## src/sv/lsbse_pkg.sv

```systemverilog
// ----------------------------------------------------------------------------
// LSB stego package
// Shared types, codes and defaults for the LSB embed/extract core.
// ----------------------------------------------------------------------------
package lsbse_pkg;

  localparam int unsigned HEADER_BITS_DEF = 32;
  localparam int unsigned CFG_IDX_W = 2;

  localparam logic [CFG_IDX_W-1:0] CFG_MODE = 2'd0;
  localparam logic [CFG_IDX_W-1:0] CFG_PLEN = 2'd1;

  typedef enum logic [1:0] {
    KIND_CARRIER = 2'd0,
    KIND_PAYLOAD = 2'd1,
    KIND_LENGTH  = 2'd2
  } kind_e;

  typedef enum logic [1:0] {
    STATUS_OK      = 2'd0,
    STATUS_MISSING = 2'd1,
    STATUS_IGNORED = 2'd2
  } status_e;

  typedef struct packed {
    kind_e       kind;
    logic [7:0]  out_byte;
    logic [31:0] found_length;
    logic        last;
    status_e     status;
  } result_t;

endpackage

```

## src/sv/lsbse_engine.sv

```systemverilog
// ----------------------------------------------------------------------------
// LSB stego engine
// Stream state, config registers and the single-pass embed/extract logic.
// ----------------------------------------------------------------------------
module lsbse_engine #(
  parameter int unsigned HEADER_BITS = lsbse_pkg::HEADER_BITS_DEF
) (
  input  logic                           clk_i,
  input  logic                           rst_ni,
  input  logic                           cfg_we_i,
  input  logic [lsbse_pkg::CFG_IDX_W-1:0] cfg_index_i,
  input  logic [31:0]                    cfg_data_i,
  input  logic                           item_we_i,
  input  logic                           action_i,
  input  logic [7:0]                     carrier_byte_i,
  input  logic [7:0]                     payload_byte_i,
  output logic                           res_valid_o,
  output lsbse_pkg::result_t             res_o
);
  import lsbse_pkg::*;

  localparam int unsigned PosW    = HEADER_BITS + 4;
  localparam int unsigned HdrIdxW = $clog2(HEADER_BITS);

  logic                   mode_q, mode_d;
  logic [31:0]            plen_q, plen_d;
  logic [PosW-1:0]        pos_q, pos_d;
  logic [HEADER_BITS-1:0] lenreg_q, lenreg_d;
  logic [7:0]             shift_q, shift_d;
  logic                   pend_q, pend_d;

  logic [HEADER_BITS-1:0] len_hdr;
  logic [HEADER_BITS-1:0] lenreg_next;
  logic [PosW-1:0]        total_emb, total_ext, pos_inc, pay_off, inc_off;
  logic [HdrIdxW-1:0]     hdr_idx;
  logic [2:0]             pay_idx;
  logic                   in_hdr, emb_bit;
  logic [7:0]             shift_next;

  assign len_hdr     = plen_q[HEADER_BITS-1:0];
  assign total_emb   = PosW'(HEADER_BITS) + PosW'({len_hdr, 3'b000});
  assign total_ext   = PosW'(HEADER_BITS) + PosW'({lenreg_q, 3'b000});
  assign pos_inc     = pos_q + PosW'(1);
  assign in_hdr      = pos_q < PosW'(HEADER_BITS);
  assign hdr_idx     = HdrIdxW'(HEADER_BITS - 1) - pos_q[HdrIdxW-1:0];
  assign pay_off     = pos_q - PosW'(HEADER_BITS);
  assign inc_off     = pos_inc - PosW'(HEADER_BITS);
  assign pay_idx     = pay_off[2:0];
  assign lenreg_next = {lenreg_q[HEADER_BITS-2:0], carrier_byte_i[0]};
  assign shift_next  = {shift_q[6:0], carrier_byte_i[0]};
  assign emb_bit     = in_hdr ? len_hdr[hdr_idx] : shift_q[~pay_idx];

  always_comb begin
    mode_d      = mode_q;
    plen_d      = plen_q;
    pos_d       = pos_q;
    lenreg_d    = lenreg_q;
    shift_d     = shift_q;
    pend_d      = pend_q;
    res_valid_o = 1'b0;
    res_o       = '0;
    if (cfg_we_i) begin
      if (cfg_index_i == CFG_MODE) begin
        mode_d   = cfg_data_i[0];
        pos_d    = '0;
        lenreg_d = '0;
        shift_d  = '0;
        pend_d   = 1'b0;
      end else if (cfg_index_i == CFG_PLEN) begin
        plen_d = cfg_data_i;
      end
    end else if (item_we_i) begin
      if (!mode_q) begin
        if (action_i) begin
          if (pend_q) begin
            res_valid_o  = 1'b1;
            res_o.status = STATUS_IGNORED;
          end else begin
            shift_d = payload_byte_i;
            pend_d  = 1'b1;
          end
        end else if (pos_q >= total_emb) begin
          res_valid_o    = 1'b1;
          res_o.out_byte = carrier_byte_i;
        end else if (!in_hdr && !pend_q) begin
          res_valid_o    = 1'b1;
          res_o.out_byte = carrier_byte_i;
          res_o.status   = STATUS_MISSING;
        end else begin
          if (!in_hdr && pay_idx == 3'd7) begin
            pend_d = 1'b0;
          end
          pos_d          = pos_inc;
          res_valid_o    = 1'b1;
          res_o.out_byte = {carrier_byte_i[7:1], emb_bit};
          res_o.last     = pos_inc == total_emb;
        end
      end else if (!action_i) begin
        if (in_hdr) begin
          lenreg_d = lenreg_next;
          pos_d    = pos_inc;
          if (pos_inc == PosW'(HEADER_BITS)) begin
            res_valid_o        = 1'b1;
            res_o.kind         = KIND_LENGTH;
            res_o.found_length = 32'(lenreg_next);
            res_o.last         = lenreg_next == '0;
          end
        end else if (pos_q < total_ext) begin
          shift_d = shift_next;
          pos_d   = pos_inc;
          if (inc_off[2:0] == 3'd0) begin
            res_valid_o    = 1'b1;
            res_o.kind     = KIND_PAYLOAD;
            res_o.out_byte = shift_next;
            res_o.last     = pos_inc == total_ext;
          end
        end
      end
    end
  end

  always_ff @(posedge clk_i or negedge rst_ni) begin
    if (!rst_ni) begin
      mode_q   <= 1'b0;
      plen_q   <= '0;
      pos_q    <= '0;
      lenreg_q <= '0;
      shift_q  <= '0;
      pend_q   <= 1'b0;
    end else begin
      mode_q   <= mode_d;
      plen_q   <= plen_d;
      pos_q    <= pos_d;
      lenreg_q <= lenreg_d;
      shift_q  <= shift_d;
      pend_q   <= pend_d;
    end
  end

  // pending byte is consumed only by an embed carrier or a stream restart
  assert property (@(posedge clk_i) disable iff (!rst_ni)
    $fell(pend_q) |-> $past(cfg_we_i || (item_we_i && !action_i && !mode_q)))
    else $error("pending payload byte dropped unexpectedly");

  assert property (@(posedge clk_i) disable iff (!rst_ni)
    (res_valid_o && res_o.status == STATUS_IGNORED) |-> (pend_q && !mode_q))
    else $error("load ignored without a pending byte");

  assert property (@(posedge clk_i) disable iff (!rst_ni)
    (res_valid_o && res_o.kind == KIND_LENGTH) |->
      (mode_q && pos_q == PosW'(HEADER_BITS - 1)))
    else $error("length report outside header end");

  assert property (@(posedge clk_i) disable iff (!rst_ni)
    !$past(cfg_we_i) |-> (pos_q == $past(pos_q) || pos_q == $past(pos_q) + PosW'(1)))
    else $error("bit position jumped");

endmodule

```

## src/sv/lsbse_obuf.sv

```systemverilog
// ----------------------------------------------------------------------------
// LSB stego output buffer
// Two-entry result queue that decouples the engine from output stalls.
// ----------------------------------------------------------------------------
module lsbse_obuf (
  input  logic               clk_i,
  input  logic               rst_ni,
  input  logic               push_i,
  input  lsbse_pkg::result_t data_i,
  output logic               full_o,
  output logic               valid_o,
  input  logic               ready_i,
  output lsbse_pkg::result_t data_o
);
  import lsbse_pkg::*;

  result_t    mem_q [2];
  logic       wr_ptr_q, rd_ptr_q;
  logic [1:0] count_q;
  logic       pop;

  assign valid_o = count_q != 2'd0;
  assign full_o  = count_q == 2'd2;
  assign pop     = valid_o && ready_i;
  assign data_o  = mem_q[rd_ptr_q];

  always_ff @(posedge clk_i) begin
    if (push_i) begin
      mem_q[wr_ptr_q] <= data_i;
    end
  end

  always_ff @(posedge clk_i or negedge rst_ni) begin
    if (!rst_ni) begin
      wr_ptr_q <= 1'b0;
      rd_ptr_q <= 1'b0;
      count_q  <= 2'd0;
    end else begin
      if (push_i) begin
        wr_ptr_q <= ~wr_ptr_q;
      end
      if (pop) begin
        rd_ptr_q <= ~rd_ptr_q;
      end
      if (push_i && !pop) begin
        count_q <= count_q + 2'd1;
      end else if (pop && !push_i) begin
        count_q <= count_q - 2'd1;
      end
    end
  end

endmodule

```

## src/sv/lsb_stego_embed_extract_core.sv

```systemverilog
// ----------------------------------------------------------------------------
// LSB stego embed/extract core
// Hides a length header and payload bytes in carrier LSBs, or recovers them.
// ----------------------------------------------------------------------------
// Usage:
//   Input channel (in_valid_i/in_ready_o) carries one transaction per item:
//   action_i = 0 is a carrier byte, action_i = 1 loads the next payload byte.
//   Output channel (out_valid_o/out_ready_i) returns modified carrier bytes,
//   extracted payload bytes or the decoded length report.
//   Config channel (cfg_valid_i/cfg_ready_o) writes mode (index 0) or
//   payload_length (index 1); it is always ready. Writing mode restarts the
//   stream. Write config only while the core is idle.
//   A result is registered in the result queue when its input transaction
//   is taken and shows once older entries have left. One input transaction
//   per cycle is sustained while in_ready_o is high; the single
//   combinational pass between stream registers and queue sets that rate.
//   A two-entry result queue absorbs output stalls; in_ready_o drops only
//   while both entries are held.
//   Reset returns to embed mode, zero length and an empty queue.
// ----------------------------------------------------------------------------
module lsb_stego_embed_extract_core #(
  parameter int unsigned HEADER_BITS = lsbse_pkg::HEADER_BITS_DEF
) (
  input  logic                            clk_i,
  input  logic                            rst_ni,
  input  logic                            cfg_valid_i,
  output logic                            cfg_ready_o,
  input  logic [lsbse_pkg::CFG_IDX_W-1:0] cfg_index_i,
  input  logic [31:0]                     cfg_data_i,
  input  logic                            in_valid_i,
  output logic                            in_ready_o,
  input  logic                            action_i,
  input  logic [7:0]                      carrier_byte_i,
  input  logic [7:0]                      payload_byte_i,
  output logic                            out_valid_o,
  input  logic                            out_ready_i,
  output logic [1:0]                      kind_o,
  output logic [7:0]                      out_byte_o,
  output logic [31:0]                     found_length_o,
  output logic                            last_o,
  output logic [1:0]                      status_o
);
  import lsbse_pkg::*;

  logic    full, item_we, res_valid;
  result_t res, out_res;

  assign cfg_ready_o = 1'b1;
  assign in_ready_o  = !full;
  assign item_we     = in_valid_i && in_ready_o;

  lsbse_engine #(
    .HEADER_BITS(HEADER_BITS)
  ) u_engine (
    .clk_i          (clk_i),
    .rst_ni         (rst_ni),
    .cfg_we_i       (cfg_valid_i),
    .cfg_index_i    (cfg_index_i),
    .cfg_data_i     (cfg_data_i),
    .item_we_i      (item_we),
    .action_i       (action_i),
    .carrier_byte_i (carrier_byte_i),
    .payload_byte_i (payload_byte_i),
    .res_valid_o    (res_valid),
    .res_o          (res)
  );

  lsbse_obuf u_obuf (
    .clk_i   (clk_i),
    .rst_ni  (rst_ni),
    .push_i  (res_valid),
    .data_i  (res),
    .full_o  (full),
    .valid_o (out_valid_o),
    .ready_i (out_ready_i),
    .data_o  (out_res)
  );

  assign kind_o         = out_res.kind;
  assign out_byte_o     = out_res.out_byte;
  assign found_length_o = out_res.found_length;
  assign last_o         = out_res.last;
  assign status_o       = out_res.status;

endmodule
```

## config.mk

```make
export PLATFORM = sky130hd
export DESIGN_NAME = lsb_stego_embed_extract_core
export DESIGN_NICKNAME = d
export VERILOG_FILES = /design/src/sv/lsbse_pkg.sv /design/src/sv/lsbse_engine.sv /design/src/sv/lsbse_obuf.sv /design/src/sv/lsb_stego_embed_extract_core.sv
export SDC_FILE = /design/constraint.sdc
export NUM_CORES = 1
export LEC_CHECK = 0
export ABC_AREA = 1
export BUFFER_PORTS_ARGS = -buffer_cell sky130_fd_sc_hd__clkbuf_2
export CORE_MARGIN = 2
export CORE_UTILIZATION = 37
export CTS_BUF_LIST = sky130_fd_sc_hd__clkbuf_4
export DETAILED_ROUTE_END_ITERATION = 8
export MAX_ROUTING_LAYER = met4
export PLACE_DENSITY = 0.63
export SYNTH_ARGS = -nofsm -noshare
export SYNTH_HDL_FRONTEND = slang
export SYNTH_SLANG_ARGS = --single-unit
```

## constraint.sdc

```tcl
create_clock -name clk_i -period 6.7 [get_ports clk_i]
set_clock_uncertainty 0.15 [all_clocks]
set_input_delay 1.005 -clock clk_i [delete_from_list [all_inputs] [get_ports clk_i]]
set_output_delay 1.005 -clock clk_i [all_outputs]
set_load 0.005 [all_outputs]
```

==> impl_metrics.env <==
export IMPL_ys_top_cells_by_count="nand2_1 (744), nor2_1 (272), inv_1 (194)"
export IMPL_grt_max_degree=73
export IMPL_cp_max_fo=72
export IMPL_setup_tns_ns=0
export IMPL_power_frac_comb_pct=36.6
export IMPL_rows=72
export IMPL_rsz0062_at_grt="no"
export IMPL_worst_slack_ns=1.44
export IMPL_ys_ff_latch=204
export IMPL_fin_cells=2753
export IMPL_drtIter0Drc=840
export IMPL_die_w_um=202
export IMPL_gr_total_overflow=0
export IMPL_place_inst=2647
export IMPL_port_buffers=102
export IMPL_internal_power_mw=2.69
export IMPL_critical_path_startpoint_type="register"
export IMPL_synth_area_um2=14500
export IMPL_cp_arrival_ns=5.66
export IMPL_drive_gt1_share_pct=11.4
export IMPL_holdBufCountCts=0
export IMPL_synth_distinct_cells=52
export IMPL_post_cts_buffers=0
export IMPL_htreeDepth=2
export IMPL_vias=14000
export IMPL_setup_violations=0
export IMPL_clk_pin_slew_ns=0.07
export IMPL_worstPathRequired_ns=7.10
export IMPL_hold_viol_final=0
export IMPL_wl_per_cell_um=16.5
export IMPL_whs_ns=0.216
export IMPL_grt_pass1_vias=13200
export IMPL_clockBufferDepth=3
export IMPL_synth_edff_count=90
export IMPL_async_flop_share_pct=55.9
export IMPL_detail_route_antenna_nets=0
export IMPL_cts_buffers=56
export IMPL_fin_crit_ns=5.26
export IMPL_synth_top_cell_by_area="dfrtp_1"
export IMPL_fillers=4122
export IMPL_synth_nets=2199
export IMPL_drv_cap=0
export IMPL_avgSynthCellArea_um2=6.98
export IMPL_setup_worst_path_class="reg -> reg"
export IMPL_drv_slew=0
export IMPL_die_area_um2=40700
export IMPL_cts_sinks=204
export IMPL_antenna_found_initial=1
export IMPL_start_util_pct=37.4
export IMPL_core_area_um2=38600
export IMPL_first_pass_iters=5
export IMPL_track_usage_pct=23.0
export IMPL_yosysMostFrequentCell="nand2_1"
export IMPL_finalCritPeriodShare_pct=78.5
export IMPL_drc_errors=0
export IMPL_cts_root_buf="clkbuf_4"
export IMPL_cts_tree="done"
export IMPL_yosys_area_top_type_share_pct=19.7
export IMPL_power_density_nw_per_um2=279
export IMPL_maxSlewHeadroom_pct=18.9
export IMPL_final_util_pct=42.0
export IMPL_pin_count=104
export IMPL_ir_drop_mv=0.128
export IMPL_gp_routability_congestion=0.952
export IMPL_status="completed"
export IMPL_leakagePower_nw=7.70
export IMPL_grt_pass1_wl_mm=71.7
export IMPL_holdCritPathClass="in -> async"
export IMPL_p_sw_share_pct=40.8
export IMPL_power_frac_seq_pct=36.6
export IMPL_cts_resized=0
export IMPL_final_nets=2314
export IMPL_p_sw_mw=1.85
export IMPL_clk_latency_ns=0.73
export IMPL_via_per_inst=5.09
export IMPL_place_ws_ns=1.46
export IMPL_syn_inst=2072
export IMPL_yosysSeqAreaShare_pct=38.4
export IMPL_endpoint_kind="register"
export IMPL_tightest_slew_ns=1.21
export IMPL_synth_flop_cell="dfrtp_1"
export IMPL_die_h_um=202
export IMPL_hpwl_mm=36.0
export IMPL_synth_warnings=0
export IMPL_routed_wirelength_mm=45.5
export IMPL_area_growth_pct=12.3
export IMPL_clkPwrFrac_pct=26.8
export IMPL_synthTopCellsByArea="dfrtp_1 (20%), nand2_1 (19%), edfxtp_1 (19%)"
export IMPL_fmax_ghz=0.190
==> worst max-delay path, cell delays in order, from the launching register on <==
cell and delay (ns):
dfrtp_1 0.54, ha_1 0.25, nand2_1 0.08, nor2_1 0.25
nand2_1 0.23, nor2_1 0.23, nand4_1 0.15, nor2_1 0.17
nand3_1 0.09, nor2_1 0.16, inv_1 0.06, ha_1 0.31
nand2_1 0.07, nor2_1 0.14, nand2_1 0.09, nor3b_1 0.38
nand3b_1 0.21, nand4_1 0.23, o21ai_0 0.12, nand2_2 0.91
o21ai_0 0.21
==> final cells by class <==
class                      count  area, µm²  share of cell area [%]
multi-input combinational   1613       7930                    48.8
sequential                   204       5560                    34.2
inverter                     203        762                    4.69
tap                          518        648                    3.99
clock buffer                  79        593                    3.65
timing repair buffer         109        566                    3.48
clock inverter                26        184                    1.13
antenna                        1       2.50                  0.0154
==> kinds of logic after synthesis <==
family / share of synthesized area [%]
buffers and inverters: 6.86
multiplexers: 0.623
XOR/XNOR: 3.08
other: 0.0259
AO/OA/AOI/OAI: 9.12
adder cells (fa/ha/maj): 6.14
AND/OR/NAND/NOR: 35.7
flip-flops: 38.4
==> state kept, by name, summed over array words and instances (netlist names) <==
name               count
u_obuf.count_q         2
u_obuf.rd_ptr_q        1
u_engine.pend_q        1
u_engine.lenreg_q     32
u_engine.len_hdr      32
u_engine.mode_q        1
u_obuf.wr_ptr_q        1
u_engine.pos_q        36
u_obuf.mem_q          90
u_engine.shift_q       8
==> power groups by stage <==
stage,clock network [mW],logic [mW],registers (mW)
6_report,1.22,1.66,1.66
5_1_grt,1.31,1.90,1.68
4_1_cts,1.25,1.67,1.65
3_5_place_dp,0,1.66,1.67
3_3_place_gp,0,1.64,1.67
2_1_floorplan,0,1.15,1.59
==> cells in the final DEF (no fill, tap or decap), drive strengths merged, types with 2 or more instances in the layout <==
cell type | synthesis | layout
edfxtp | 90 | 90
inv | 202 | 201
xor2 | 41 | 41
o211ai | 5 | 5
o21ai | 86 | 86
nor2 | 289 | 289
a21o | 4 | 4
a31oi | 3 | 3
a21boi | 2 | 2
dfrtp | 114 | 114
buf | 21 | 8
nand2 | 754 | 754
o21a | 2 | 2
nor4 | 6 | 6
nand3 | 112 | 112
mux2 | 8 | 8
clkbuf | 31 | 180
clkinv | 1 | 25
a21oi | 92 | 92
nand4 | 36 | 36
bufinv | 0 | 3
xnor2 | 9 | 9
nand3b | 5 | 5
o31ai | 8 | 8
ha | 71 | 71
o22ai | 32 | 32
and2 | 2 | 2
nor3 | 33 | 33
nor3b | 2 | 2
or2 | 4 | 4
a22oi | 2 | 2
==> per-layer routing <==
metal	global-route usage, %	vias up	share of wire, %
met5	-	-	0
met4	8.67	0	3.4
met3	2.80	94	6.2
met2	34.7	450	44
met1	31.7	6430	47
li1	-	7030	-
==> final timing paths <==
kind | from | to | slack, ns | cells after the start
max | u_engine.len_hdr[2]$_DFFE_PN0P_ | u_engine.pos_q[6]$_DFFE_PN0P_ | 1.44 | 20
min | rst_ni | u_engine.shift_q[0]$_DFFE_PN0P_ | 0.22 | 1
max reg2reg | u_engine.len_hdr[2]$_DFFE_PN0P_ | u_engine.pos_q[6]$_DFFE_PN0P_ | 1.44 | 20
min reg2reg | u_obuf.count_q[0]$_DFFE_PN0P_ | u_obuf.count_q[0]$_DFFE_PN0P_ | 0.33 | 1
max in group asynchronous | rst_ni | u_engine.lenreg_q[30]$_DFFE_PN0P_ | 4.81 | 2
min in group clk_i | u_obuf.count_q[0]$_DFFE_PN0P_ | u_obuf.count_q[0]$_DFFE_PN0P_ | 0.33 | 1
==> metrics by stage <==
stage               area [µm²]  power, mW
finish                   16200       4.54
global route             16200       4.88
CTS                      16200       4.56
detailed placement       15500       3.34
global placement         15500       3.31
floorplan                14500       2.75
(Power assumes the default switching activity.)
